[config.mk]
export PLATFORM = sky130hd
export DESIGN_NAME = burst_window_analyzer_core_flat
export DESIGN_NICKNAME = d
export VERILOG_FILES = /design/src/rtl/core/bwa_pkg.sv /design/src/rtl/core/bwa_if.sv /design/src/rtl/core/bwa_div.sv /design/src/rtl/core/burst_window_analyzer_core.sv /design/src/flat_wrapper.sv
export SDC_FILE = /design/constraint.sdc
export NUM_CORES = 2
export LEC_CHECK = 0
export BUFFER_PORTS_ARGS = -buffer_cell sky130_fd_sc_hd__clkbuf_2
export CORE_MARGIN = 10
export CORE_UTILIZATION = 65
export CTS_CLUSTER_SIZE = 24
export DETAILED_ROUTE_END_ITERATION = 6
export PLACE_DENSITY = 0.94
export SLEW_MARGIN = 30
export SYNTH_ARGS = -nofsm -noshare
export SYNTH_HDL_FRONTEND = slang
export SYNTH_SLANG_ARGS = --single-unit
export TNS_END_PERCENT = 5
[constraint.sdc]
create_clock -name clk -period 21.7 [get_ports clk]
set_input_delay 3.255 -clock clk [delete_from_list [all_inputs] [get_ports clk]]
set_output_delay 3.255 -clock clk [all_outputs]
set_load 0.01 [all_outputs]
[src/rtl/core/bwa_pkg.sv]
`default_nettype none

package bwa_pkg;

	localparam int SAMPLE_BITS_DEF = 16;
	localparam int COUNT_BITS_DEF  = 24;

	localparam int WINDOW_BITS     = 24;
	localparam int PERIOD_BITS     = 16;
	localparam int PERIOD_OUT_BITS = 32;
	localparam int CFG_IDX_BITS    = 8;
	localparam int CFG_DATA_BITS   = 32;

	localparam logic [WINDOW_BITS-1:0] WINDOW_RESET = WINDOW_BITS'(1000);
	localparam logic [PERIOD_BITS-1:0] PERIOD_RESET = PERIOD_BITS'(100);

	// q16 threshold factors, one extra bit so they stay positive as signed operands
	localparam int FACTOR_BITS = 17;
	localparam int FRAC_BITS   = 16;
	localparam int ROUND_BIAS  = 32768;
	localparam logic signed [FACTOR_BITS-1:0] LO_FACTOR = FACTOR_BITS'(6554);
	localparam logic signed [FACTOR_BITS-1:0] HI_FACTOR = FACTOR_BITS'(58982);

	typedef enum logic [CFG_IDX_BITS-1:0] {
		REG_WINDOW   = CFG_IDX_BITS'(0),
		REG_PERIOD   = CFG_IDX_BITS'(1),
		REG_INIT_MIN = CFG_IDX_BITS'(2),
		REG_INIT_MAX = CFG_IDX_BITS'(3)
	} cfg_reg_t;

endpackage

`default_nettype wire

[src/rtl/core/bwa_if.sv]
`default_nettype none

interface bwa_cfg_if;
	logic                               valid;
	logic                               ready;
	logic [bwa_pkg::CFG_IDX_BITS-1:0]   index;
	logic [bwa_pkg::CFG_DATA_BITS-1:0]  data;

	modport source (output valid, index, data, input ready);
	modport sink (input valid, index, data, output ready);
endinterface

interface bwa_smp_if #(
	parameter int SAMPLE_BITS = bwa_pkg::SAMPLE_BITS_DEF
);
	logic                          valid;
	logic                          ready;
	logic signed [SAMPLE_BITS-1:0] sample;

	modport source (output valid, sample, input ready);
	modport sink (input valid, sample, output ready);
endinterface

interface bwa_res_if #(
	parameter int SAMPLE_BITS = bwa_pkg::SAMPLE_BITS_DEF,
	parameter int COUNT_BITS  = bwa_pkg::COUNT_BITS_DEF
);
	logic                                  valid;
	logic                                  ready;
	logic signed [SAMPLE_BITS-1:0]         held_min;
	logic signed [SAMPLE_BITS-1:0]         held_max;
	logic signed [SAMPLE_BITS-1:0]         low_threshold;
	logic signed [SAMPLE_BITS-1:0]         high_threshold;
	logic                                  in_burst;
	logic [COUNT_BITS-1:0]                 burst_count;
	logic [COUNT_BITS-1:0]                 point_count;
	logic [bwa_pkg::PERIOD_OUT_BITS-1:0]   burst_period_us;
	logic                                  period_valid;
	logic                                  window_closed;

	modport source (output valid, held_min, held_max, low_threshold, high_threshold,
		in_burst, burst_count, point_count, burst_period_us, period_valid,
		window_closed, input ready);
	modport sink (input valid, held_min, held_max, low_threshold, high_threshold,
		in_burst, burst_count, point_count, burst_period_us, period_valid,
		window_closed, output ready);
endinterface

`default_nettype wire

[src/rtl/core/bwa_div.sv]
`default_nettype none

module bwa_div #(
	parameter int NUM_W = bwa_pkg::COUNT_BITS_DEF + bwa_pkg::PERIOD_BITS,
	parameter int DEN_W = bwa_pkg::COUNT_BITS_DEF
) (
	input  wire logic             clk,
	input  wire logic             arst_n,
	input  wire logic             start,
	input  wire logic [NUM_W-1:0] num,
	input  wire logic [DEN_W-1:0] den,
	output logic                  done,
	output logic [NUM_W-1:0]      quo
);
	import bwa_pkg::*;

	localparam int CW = $clog2(NUM_W);

	logic             busy_q;
	logic             done_q;
	logic [CW-1:0]    cnt_q;
	logic [DEN_W:0]   rem_q;
	logic [NUM_W-1:0] quo_q;
	logic [DEN_W-1:0] den_q;
	logic [DEN_W:0]   shifted;
	logic [DEN_W:0]   diff;
	logic             fits;

	// restoring division, one quotient bit per cycle
	assign shifted = {rem_q[DEN_W-1:0], quo_q[NUM_W-1]};
	assign diff    = shifted - {1'b0, den_q};
	assign fits    = shifted >= {1'b0, den_q};

	always_ff @(posedge clk or negedge arst_n) begin
		if (!arst_n) begin
			busy_q <= 1'b0;
			done_q <= 1'b0;
			cnt_q  <= '0;
		end else begin
			done_q <= 1'b0;
			if (start) begin
				busy_q <= 1'b1;
				cnt_q  <= '0;
			end else if (busy_q) begin
				cnt_q <= cnt_q + 1'b1;
				if (cnt_q == CW'(NUM_W - 1)) begin
					busy_q <= 1'b0;
					done_q <= 1'b1;
				end
			end
		end
	end

	always_ff @(posedge clk) begin
		if (start) begin
			rem_q <= '0;
			quo_q <= num;
			den_q <= den;
		end else if (busy_q) begin
			rem_q <= fits ? diff : shifted;
			quo_q <= {quo_q[NUM_W-2:0], fits};
		end
	end

	assign done = done_q;
	assign quo  = quo_q;

endmodule

`default_nettype wire

[src/rtl/core/burst_window_analyzer_core.sv]
// burst window analyzer
//
// cfg: register writes (0 window_samples, 1 sample_period_us, 2 initial_min,
//   3 initial_max); always ready; user must write only while the block is idle
//   (not enforced). writing initial_min/max loads the held value at once.
// smp: one signed sample per request; res: one result per sample.
// a sample is taken only in the idle state and not while a register write is
// offered, so one sample is in work at a time.
// a sample that does not close a window, or closes one with no burst onset,
// goes through TLO, THI, THR and FIN: the shared multiplier runs the two
// threshold products, then the burst detector and counters update as the
// result is registered, and the next request is taken back in idle.
// a sample that closes a window with onsets also runs the product
// interval_sum * sample_period_us and a restoring divider, one quotient bit per
// cycle, in MUL, DIV_GO and DIV_WAIT before the threshold products.
// the result register holds a finished result while res is stalled; the next
// sample is accepted meanwhile and waits in its last step until the slot frees.
// reset (arst_n low) sets the registers to 1000, 100, 0, 0, clears counters,
// burst flag and latched period, and sets the running min/max to the extremes.
`default_nettype none

module burst_window_analyzer_core #(
	parameter int SAMPLE_BITS = bwa_pkg::SAMPLE_BITS_DEF,
	parameter int COUNT_BITS  = bwa_pkg::COUNT_BITS_DEF
) (
	input  wire logic clk,
	input  wire logic arst_n,
	bwa_cfg_if.sink   cfg,
	bwa_smp_if.sink   smp,
	bwa_res_if.source res
);
	import bwa_pkg::*;

	localparam int S     = SAMPLE_BITS;
	localparam int CNT_W = COUNT_BITS;
	localparam int CMP_W = (CNT_W > WINDOW_BITS) ? CNT_W : WINDOW_BITS;
	localparam int NUM_W = CNT_W + PERIOD_BITS;
	localparam int MA_W  = (CNT_W + 1 > S + 2) ? CNT_W + 1 : S + 2;
	localparam int MB_W  = FACTOR_BITS;
	localparam int P_W   = MA_W + MB_W;
	localparam int QW    = ((NUM_W > PERIOD_OUT_BITS) ? NUM_W : PERIOD_OUT_BITS) + 1;

	localparam logic signed [S-1:0] SMAX = {1'b0, {(S-1){1'b1}}};
	localparam logic signed [S-1:0] SMIN = {1'b1, {(S-1){1'b0}}};

	typedef enum logic [2:0] {
		ST_IDLE,
		ST_MUL,
		ST_DIV_GO,
		ST_DIV_WAIT,
		ST_TLO,
		ST_THI,
		ST_THR,
		ST_FIN
	} state_t;

	state_t state_q;

	// configuration and window state
	logic [WINDOW_BITS-1:0]     window_q;
	logic [PERIOD_BITS-1:0]     period_q;
	logic signed [S-1:0]        run_min_q;
	logic signed [S-1:0]        run_max_q;
	logic signed [S-1:0]        lmin_q;
	logic signed [S-1:0]        lmax_q;
	logic [CNT_W-1:0]           seen_q;
	logic [CNT_W-1:0]           onsets_q;
	logic [CNT_W-1:0]           isum_q;
	logic [CNT_W-1:0]           last_q;
	logic                       burst_q;
	logic [PERIOD_OUT_BITS-1:0] lperiod_q;
	logic                       lvalid_q;
	logic                       closed_q;
	logic                       ovalid_q;

	// working registers
	logic signed [S-1:0]        s_q;
	logic signed [S-1:0]        lo_q;
	logic signed [S-1:0]        hi_q;
	logic signed [P_W-1:0]      prod_q;
	logic [CNT_W-1:0]           num_q;
	logic [CNT_W-1:0]           den_q;

	// result register payload
	logic signed [S-1:0]        o_min_q;
	logic signed [S-1:0]        o_max_q;
	logic signed [S-1:0]        o_lo_q;
	logic signed [S-1:0]        o_hi_q;
	logic                       o_burst_q;
	logic [CNT_W-1:0]           o_onsets_q;
	logic [CNT_W-1:0]           o_seen_q;

	logic                       accept;
	logic                       close;
	logic                       fin_load;

	logic signed [S:0]          range_w;
	logic signed [MA_W-1:0]     mul_a;
	logic signed [MB_W-1:0]     mul_b;
	logic signed [P_W-1:0]      rnd;
	logic signed [P_W-1:0]      thr_sum;
	logic signed [S-1:0]        thr_val;

	logic                       div_start;
	logic                       div_done;
	logic [NUM_W-1:0]           div_quo;
	logic [QW-1:0]              quo_ext;
	logic [PERIOD_OUT_BITS-1:0] period_sat;

	logic                       onset;
	logic                       release_b;
	logic [CNT_W-1:0]           gap;
	logic [CNT_W:0]             isum_sum;
	logic [CNT_W-1:0]           isum_nxt;
	logic [CNT_W-1:0]           onsets_nxt;
	logic [CNT_W-1:0]           seen_inc;
	logic                       burst_nxt;

	assign cfg.ready = 1'b1;
	// a pending register write goes first
	assign smp.ready = (state_q == ST_IDLE) && !cfg.valid;
	assign accept    = smp.valid && smp.ready;
	assign close     = (CMP_W'(seen_q) > CMP_W'(window_q)) || (seen_q == '1);
	assign fin_load  = (state_q == ST_FIN) && (!ovalid_q || res.ready);

	// shared multiplier: period product, then the two threshold products
	assign range_w = (S+1)'(lmax_q) - (S+1)'(lmin_q);

	always_comb begin
		case (state_q)
			ST_MUL: begin
				mul_a = MA_W'($signed({1'b0, num_q}));
				mul_b = MB_W'($signed({1'b0, period_q}));
			end
			ST_TLO: begin
				mul_a = MA_W'(range_w);
				mul_b = LO_FACTOR;
			end
			default: begin
				mul_a = MA_W'(range_w);
				mul_b = HI_FACTOR;
			end
		endcase
	end

	// round to nearest, ties up, then clamp to the sample range
	always_comb begin
		rnd     = prod_q + P_W'(ROUND_BIAS);
		thr_sum = (rnd >>> FRAC_BITS) + P_W'(lmin_q);
		if (thr_sum > P_W'(SMAX)) begin
			thr_val = SMAX;
		end else if (thr_sum < P_W'(SMIN)) begin
			thr_val = SMIN;
		end else begin
			thr_val = thr_sum[S-1:0];
		end
	end

	assign div_start = (state_q == ST_DIV_GO);

	bwa_div #(
		.NUM_W (NUM_W),
		.DEN_W (CNT_W)
	) u_div (
		.clk    (clk),
		.arst_n (arst_n),
		.start  (div_start),
		.num    (prod_q[NUM_W-1:0]),
		.den    (den_q),
		.done   (div_done),
		.quo    (div_quo)
	);

	assign quo_ext    = QW'(div_quo);
	assign period_sat = (|quo_ext[QW-1:PERIOD_OUT_BITS]) ? '1 : quo_ext[PERIOD_OUT_BITS-1:0];

	// burst detector and window counters
	always_comb begin
		onset      = !burst_q && (s_q > hi_q);
		release_b  = burst_q && (s_q < lo_q);
		gap        = (seen_q >= last_q) ? seen_q - last_q : '0;
		isum_sum   = {1'b0, isum_q} + {1'b0, gap};
		isum_nxt   = isum_sum[CNT_W] ? '1 : isum_sum[CNT_W-1:0];
		onsets_nxt = (onset && onsets_q != '1) ? onsets_q + 1'b1 : onsets_q;
		seen_inc   = (seen_q == '1) ? seen_q : seen_q + 1'b1;
		burst_nxt  = onset ? 1'b1 : (release_b ? 1'b0 : burst_q);
	end

	always_ff @(posedge clk or negedge arst_n) begin
		if (!arst_n) begin
			state_q   <= ST_IDLE;
			window_q  <= WINDOW_RESET;
			period_q  <= PERIOD_RESET;
			run_min_q <= SMAX;
			run_max_q <= SMIN;
			lmin_q    <= '0;
			lmax_q    <= '0;
			seen_q    <= '0;
			onsets_q  <= '0;
			isum_q    <= '0;
			last_q    <= '0;
			burst_q   <= 1'b0;
			lperiod_q <= '0;
			lvalid_q  <= 1'b0;
			closed_q  <= 1'b0;
			ovalid_q  <= 1'b0;
		end else begin
			if (cfg.valid && cfg.ready) begin
				case (cfg_reg_t'(cfg.index))
					REG_WINDOW:   window_q <= cfg.data[WINDOW_BITS-1:0];
					REG_PERIOD:   period_q <= cfg.data[PERIOD_BITS-1:0];
					REG_INIT_MIN: lmin_q   <= cfg.data[S-1:0];
					REG_INIT_MAX: lmax_q   <= cfg.data[S-1:0];
					default: ;
				endcase
			end

			if (fin_load) begin
				ovalid_q <= 1'b1;
			end else if (res.valid && res.ready) begin
				ovalid_q <= 1'b0;
			end

			case (state_q)
				ST_IDLE: begin
					if (accept) begin
						closed_q <= close;
						if (close) begin
							lmin_q    <= run_min_q;
							lmax_q    <= run_max_q;
							run_min_q <= smp.sample;
							run_max_q <= smp.sample;
							seen_q    <= '0;
							onsets_q  <= '0;
							isum_q    <= '0;
							last_q    <= '0;
							if (onsets_q == '0) begin
								lperiod_q <= '0;
								lvalid_q  <= 1'b0;
								state_q   <= ST_TLO;
							end else begin
								state_q <= ST_MUL;
							end
						end else begin
							if (smp.sample < run_min_q) begin
								run_min_q <= smp.sample;
							end
							if (smp.sample > run_max_q) begin
								run_max_q <= smp.sample;
							end
							state_q <= ST_TLO;
						end
					end
				end
				ST_MUL: begin
					state_q <= ST_DIV_GO;
				end
				ST_DIV_GO: begin
					state_q <= ST_DIV_WAIT;
				end
				ST_DIV_WAIT: begin
					if (div_done) begin
						lperiod_q <= period_sat;
						lvalid_q  <= 1'b1;
						state_q   <= ST_TLO;
					end
				end
				ST_TLO: begin
					state_q <= ST_THI;
				end
				ST_THI: begin
					state_q <= ST_THR;
				end
				ST_THR: begin
					state_q <= ST_FIN;
				end
				ST_FIN: begin
					if (fin_load) begin
						burst_q  <= burst_nxt;
						onsets_q <= onsets_nxt;
						seen_q   <= seen_inc;
						if (onset) begin
							isum_q <= isum_nxt;
							last_q <= seen_q;
						end
						state_q  <= ST_IDLE;
					end
				end
				default: begin
					state_q <= ST_IDLE;
				end
			endcase
		end
	end

	always_ff @(posedge clk) begin
		prod_q <= mul_a * mul_b;
		if (accept) begin
			s_q   <= smp.sample;
			num_q <= isum_q;
			den_q <= onsets_q;
		end
		if (state_q == ST_THI) begin
			lo_q <= thr_val;
		end
		if (state_q == ST_THR) begin
			hi_q <= thr_val;
		end
		if (fin_load) begin
			o_min_q    <= lmin_q;
			o_max_q    <= lmax_q;
			o_lo_q     <= lo_q;
			o_hi_q     <= hi_q;
			o_burst_q  <= burst_nxt;
			o_onsets_q <= onsets_nxt;
			o_seen_q   <= seen_inc;
		end
	end

	// period and flag set only at a close, closed_q per sample, before the load
	logic [PERIOD_OUT_BITS-1:0] o_period_q;
	logic                       o_pvalid_q;
	logic                       o_closed_q;

	always_ff @(posedge clk) begin
		if (fin_load) begin
			o_period_q <= lperiod_q;
			o_pvalid_q <= lvalid_q;
			o_closed_q <= closed_q;
		end
	end

	assign res.valid           = ovalid_q;
	assign res.held_min        = o_min_q;
	assign res.held_max        = o_max_q;
	assign res.low_threshold   = o_lo_q;
	assign res.high_threshold  = o_hi_q;
	assign res.in_burst        = o_burst_q;
	assign res.burst_count     = o_onsets_q;
	assign res.point_count     = o_seen_q;
	assign res.burst_period_us = o_period_q;
	assign res.period_valid    = o_pvalid_q;
	assign res.window_closed   = o_closed_q;

endmodule

`default_nettype wire

[src/flat_wrapper.sv]
// flat-port wrapper written by rule: the top's interface ports become plain ports
module burst_window_analyzer_core_flat import bwa_pkg::*;
#(
	parameter int SAMPLE_BITS = bwa_pkg::SAMPLE_BITS_DEF,
	parameter int COUNT_BITS  = bwa_pkg::COUNT_BITS_DEF
)
  (clk, arst_n, cfg_valid, cfg_index, cfg_data, cfg_ready, smp_valid, smp_sample, smp_ready, res_valid, res_held_min, res_held_max, res_low_threshold, res_high_threshold, res_in_burst, res_burst_count, res_point_count, res_burst_period_us, res_period_valid, res_window_closed, res_ready);
  bwa_cfg_if cfg_i ();
  bwa_smp_if #(.SAMPLE_BITS(SAMPLE_BITS)) smp_i ();
  bwa_res_if #(.SAMPLE_BITS(SAMPLE_BITS), .COUNT_BITS(COUNT_BITS)) res_i ();
  input  wire logic clk;
  input  wire logic arst_n;
  input wire logic [$bits(cfg_i.valid)-1:0] cfg_valid;
  input wire logic [$bits(cfg_i.index)-1:0] cfg_index;
  input wire logic [$bits(cfg_i.data)-1:0] cfg_data;
  output wire logic [$bits(cfg_i.ready)-1:0] cfg_ready;
  input wire logic [$bits(smp_i.valid)-1:0] smp_valid;
  input wire logic [$bits(smp_i.sample)-1:0] smp_sample;
  output wire logic [$bits(smp_i.ready)-1:0] smp_ready;
  output wire logic [$bits(res_i.valid)-1:0] res_valid;
  output wire logic [$bits(res_i.held_min)-1:0] res_held_min;
  output wire logic [$bits(res_i.held_max)-1:0] res_held_max;
  output wire logic [$bits(res_i.low_threshold)-1:0] res_low_threshold;
  output wire logic [$bits(res_i.high_threshold)-1:0] res_high_threshold;
  output wire logic [$bits(res_i.in_burst)-1:0] res_in_burst;
  output wire logic [$bits(res_i.burst_count)-1:0] res_burst_count;
  output wire logic [$bits(res_i.point_count)-1:0] res_point_count;
  output wire logic [$bits(res_i.burst_period_us)-1:0] res_burst_period_us;
  output wire logic [$bits(res_i.period_valid)-1:0] res_period_valid;
  output wire logic [$bits(res_i.window_closed)-1:0] res_window_closed;
  input wire logic [$bits(res_i.ready)-1:0] res_ready;
  assign cfg_i.valid = cfg_valid;
  assign cfg_i.index = cfg_index;
  assign cfg_i.data = cfg_data;
  assign cfg_ready = cfg_i.ready;
  assign smp_i.valid = smp_valid;
  assign smp_i.sample = smp_sample;
  assign smp_ready = smp_i.ready;
  assign res_valid = res_i.valid;
  assign res_held_min = res_i.held_min;
  assign res_held_max = res_i.held_max;
  assign res_low_threshold = res_i.low_threshold;
  assign res_high_threshold = res_i.high_threshold;
  assign res_in_burst = res_i.in_burst;
  assign res_burst_count = res_i.burst_count;
  assign res_point_count = res_i.point_count;
  assign res_burst_period_us = res_i.burst_period_us;
  assign res_period_valid = res_i.period_valid;
  assign res_window_closed = res_i.window_closed;
  assign res_i.ready = res_ready;
  burst_window_analyzer_core #(.SAMPLE_BITS(SAMPLE_BITS), .COUNT_BITS(COUNT_BITS)) u_core (.clk(clk), .arst_n(arst_n), .cfg(cfg_i), .smp(smp_i), .res(res_i));
endmodule
# Word level (Yosys, flattened, before mapping)
# Cells that the tools add are included.
# word_totals
register_bits	620
# op_classes
multipliers	1
order_cmp	9
reduce_logical	32
addsub	9
n_mux	66
n_eq_ne	19
# op_table
cell	n
$mux 24	13
$mux 16	16
$pmux 24 s2	4
$mux 32	5
$mux 40	2
$pmux 32 s2	1
$add 24x1->24 const B	2
$sub 24x24->24	2
$add 42x17->42 const B	1
$gt 42x16->1 const B	1
$lt 42x16->1 const B	1
$mul 25x17->42	1
$gt 16x16->1	2
$lt 16x16->1	2
$pmux 16 s2	1
$add 26x16->27	1
$add 24x24->25	1
$ge 25x24->1	1
$mux 25	1
$eq 24x24->1 const B	1
$ge 24x24->1	1
$gt 24x24->1	1
$logic_not 24->1	1
$ne 24x24->1 const B	1
other kinds (26)	73

# Longest topological paths before layout
# depth
depth_word	7
depth_mapped	37

# Cells and area by module
# A second synthesis with hierarchy kept.
# unflattened
cells_unflattened	4713
hier_area_um2	46626.0
# modules_own_cells
mod	area_per_inst_um2	cells_per_inst	instances
burst_window_analyzer_core	41179.5	4222	1
bwa_div	5446.5	491	1

# Worst setup path after synthesis
# No wires, ideal clock.
# synth_path
path_kind	input -> register
from	input port cfg_valid
to	register u_core.run_max_q[10]
arrival_time_ns	9.949
t_required_ns	21.575
path_stages	4
slack_ns	11.626
setup_ns	0.125
cell_sequence	nor3_1 > o21ai_1 > buf_2 > mux2_2
# synth_via
elab_chain_cells	4
# synth_rtl
item	line	source
from (decl)	flat_wrapper.sv:13	input wire logic [$bits(cfg_i.valid)-1:0] cfg_valid;
$logic_not 1->1	burst_window_analyzer_core.sv:121	assign smp.ready = (state_q == ST_IDLE) && !cfg.valid;
$logic_and 1x1->1	burst_window_analyzer_core.sv:121	
$logic_and 1x1->1	burst_window_analyzer_core.sv:122	assign accept = smp.valid && smp.ready;
$reduce_and 3->1 (no line)	-	
to (signal assigned)	burst_window_analyzer_core.sv:232	run_max_q <= smp.sample;
to (signal assigned)	burst_window_analyzer_core.sv:249	run_max_q <= smp.sample;
to (decl)	burst_window_analyzer_core.sv:63	logic signed [S-1:0] run_max_q;
# No other way between the ends.
# A chain may end at the register's enable or synchronous reset.

# Worst setup path after layout
# layout_path
from	register u_core.lmax_q[0]
to	register u_core.prod_q[31]
# layout_via
elab_chain_cells	3
# layout_rtl
item	line	source
from (decl)	burst_window_analyzer_core.sv:65	logic signed [S-1:0] lmax_q;
from (signal assigned)	burst_window_analyzer_core.sv:213	REG_INIT_MAX: lmax_q <= cfg.data[S-1:0];
from (signal assigned)	burst_window_analyzer_core.sv:230	lmax_q <= run_max_q;
$sub 16x16->17	burst_window_analyzer_core.sv:127	assign range_w = (S+1)'(lmax_q) - (S+1)'(lmin_q);
$mux 25	burst_window_analyzer_core.sv:130	case (state_q)
$mul 25x17->42	burst_window_analyzer_core.sv:297	prod_q <= mul_a * mul_b;
to (signal assigned)	burst_window_analyzer_core.sv:297	
to (decl)	burst_window_analyzer_core.sv:80	logic signed [P_W-1:0] prod_q;
# No other way between the ends.

==> flow_summary.json <==
{
  "cts-root-buf": "clkbuf_16",
  "cp_max_fo": 6,
  "firstDrtPassIters": 7,
  "die-area_sq_um": 81940,
  "final-hold-violation-count": 0,
  "cts.clk_slew.worst_paths_ns": 0.06,
  "relSlewSlack": 0.2397,
  "rsz0062_at_grt": "false",
  "cts_hold_buf": 0,
  "cp.required_ns": 22.25,
  "viasPerCell": 6.360,
  "netlist_instances": 4686,
  "yosys_warnings": 0,
  "place_inst": 5719,
  "cts_htree_levels": 3,
  "drtIter0Drc": 4917,
  "ys.flop_type": "edfxtp_1",
  "gp_congestion": 1.011,
  "port_buffers": 201,
  "final_cell_count_no_fill": 5855,
  "fin_nets": 5617,
  "maxCapViolations": 0,
  "fmax_mhz": 96.78,
  "finalClockSkew_ns": 0.03592,
  "fp.dieH_microns": 286.3,
  "clock-sinks": 620,
  "seq_area_frac_synth": 0.3635,
  "core_area_sq_um": 70150,
  "cts_made_buffers": 67,
  "grt_max_degree": 107,
  "grt_usage": 0.3260,
  "wl_per_cell_microns": 23.01,
  "syn_area_sq_um": 46080,
  "cp-end-kind": "flip-flop",
  "clock_path_buffers": 3,
  "grt_pass1_vias": 38300,
  "cpMostUsedCell": "fa_1",
  "critPathSlowestCell": "fa_1",
  "final.setup.tns_ns": 0,
  "fin_crit_ns": 10.33,
  "grt_first_pass_wirelength_mm": 210.2,
  "period_share": 0.4762,
  "layout_commonest_cell": "inv_1",
  "fill_cells": 4311,
  "ys_types": 88,
  "utilization": 0.7203,
  "crit_arrival_ns": 10.88,
  "antenna_left": 0,
  "syn_avg_cell_area_sq_um": 9.834,
  "insertion_delay_ns": 0.64,
  "maxSlewViolCount": 0,
  "ys_ff_latch": 620,
  "async_reset_ff_frac": 0.3984,
  "path_buf_inv": 5,
  "die_w_microns": 286.3,
  "worst_pin_slew_ns": 1.133,
  "dpl.hpwl_mm": 96.50,
  "cts_resized": 0,
  "outcome": "finished with violations",
  "layout_common_cells": "686 x inv_1, 589 x nand2_1, 423 x nor2_1",
  "violations": "DRC",
  "ioPinCount": 211,
  "path_class": "flip-flop to flip-flop",
  "post_cts_buffers": 0,
  "synth_enable_flop_cells": 307,
  "drt-total-wl_mm": 134.7,
  "start_util": 0.6569,
  "route.detailed.drc": 13,
  "critPathMaxStageDelay_ns": 0.55,
  "vias": 37240,
  "antenna_found_initial": 10,
  "finalSetupViolations": 0,
  "hold_path_class": "flip-flop to flip-flop",
  "cp_top_family": "compound AO/OA/AOI/OAI gates",
  "cts_tree": "yes",
  "hold_slack_ns": 0.4222,
  "rows": 97,
  "critical_path.startpoint_type": "flip-flop",
  "drive_gt1_frac": 0.1034,
  "grt_overflow": 0,
  "syn2layout_area_growth_pct": 9.658
}
## cells in the mapped netlist (10+ instances only)
cell / instances / area (sq um)
fa_1: 396 / 7928
o21bai_1: 12 / 90.09
or3_1: 10 / 62.56
nand2_1: 591 / 2218
dfxtp_1: 66 / 1321
a221oi_1: 11 / 96.34
nor2_1: 425 / 1595
dfstp_2: 25 / 656.9
o211ai_1: 10 / 75.07
o31ai_1: 28 / 210.2
nor4_1: 11 / 68.82
nand4_1: 38 / 237.7
nor2b_1: 39 / 244.0
a21oi_1: 218 / 1091
o21a_1: 30 / 225.2
o21ai_1: 17 / 85.08
and4_1: 10 / 87.58
and3_1: 43 / 269.0
buf_2: 15 / 75.07
mux2i_1: 76 / 760.7
mux2_2: 53 / 596.8
xor2_1: 73 / 639.4
a31oi_1: 34 / 212.7
a22o_1: 25 / 219.0
nor3_1: 46 / 230.2
o21ai_0: 199 / 996.0
ha_1: 312 / 3904
xnor2_1: 129 / 1130
and2_1: 19 / 118.9
dfrtp_1: 222 / 5555
or2_2: 19 / 118.9
a211o_1: 14 / 122.6
edfxtp_1: 307 / 9219
clkbuf_1: 135 / 506.7
a211oi_1: 16 / 120.1
inv_1: 688 / 2582
a21o_1: 77 / 578.1
nor3b_1: 10 / 75.07
nand3_1: 84 / 420.4
nand2b_1: 34 / 212.7
## final timing paths
kind / start / to / slack [ns] / cells past startpoint
max in group asynchronous: arst_n / u_core.lperiod_q[22] / 16.99 / 4
min in group asynchronous: arst_n / u_core.seen_q[16] / 2.67 / 1
min: u_core.den_q[19] / u_core.u_div.den_q[19] / 0.42 / 0
min reg2reg: u_core.den_q[19] / u_core.u_div.den_q[19] / 0.42 / 0
max: u_core.lmax_q[0] / u_core.prod_q[31] / 11.37 / 34
max reg2reg: u_core.lmax_q[0] / u_core.prod_q[31] / 11.37 / 34
## state kept, by name, summed over array words and instances, names as in the netlist, 24 cells and up
name,flops
u_core.lperiod_q,32
u_core.u_div.rem_q,24
u_core.res.point_count,24
u_core.res.burst_count,24
u_core.seen_q,24
u_core.isum_q,24
u_core.last_q,24
u_core.num_q,24
u_core.res.burst_period_us,32
u_core.onsets_q,24
u_core.prod_q,42
u_core.u_div.den_q,24
u_core.den_q,24
u_core.window_q,24
u_core.u_div.quo,40
## layer usage
layer | wire length [microns] | GRT usage | up-vias
met2 | 62010 | 0.5275 | 2874
li1 | - | - | 15860
met1 | 45260 | 0.3784 | 17710
met5 | 15 | 0 | -
met4 | 10660 | 0.2099 | 2
met3 | 16810 | 0.09334 | 800
## logic make-up after synthesis
| family | count (synthesis) | share of synthesized area |
|---|---|---|
| and+or+nand+nor | 1398 | 0.1329 |
| buffers and inverters | 851 | 0.07002 |
| AOI/OAI and AO/OA | 776 | 0.1088 |
| adders and majority gates | 708 | 0.2567 |
| DFF | 620 | 0.3635 |
| xor gates and xnor gates | 202 | 0.03839 |
| muxes | 129 | 0.02946 |
| other | 2 | 0.0001630 |
## per-stage QoR
stage | setup slack [ns] | cell area [sq um]
after detailed placement | 12.03 | 48150
after floorplan | 11.63 | 46100
after CTS | 11.62 | 50450
after global routing | 10.96 | 50510
after global placement | 11.91 | 48080
final | 11.37 | 50530
## area by class of cell
type,count,area [sq um],area share
clock inverters,37,441.7,0.008740
well taps,940,1176,0.02327
flip-flops and latches,620,16750,0.3315
repair buffers,251,1413,0.02795
clock buffers,86,1851,0.03662
diodes,13,32.53,0.0006438
inverters,688,2587,0.05120
multi-input cells,3220,26280,0.5200
Power is left out: the tool's default activity adds up to more than one toggle a clock period on the data nets, which glitch-free logic cannot reach.
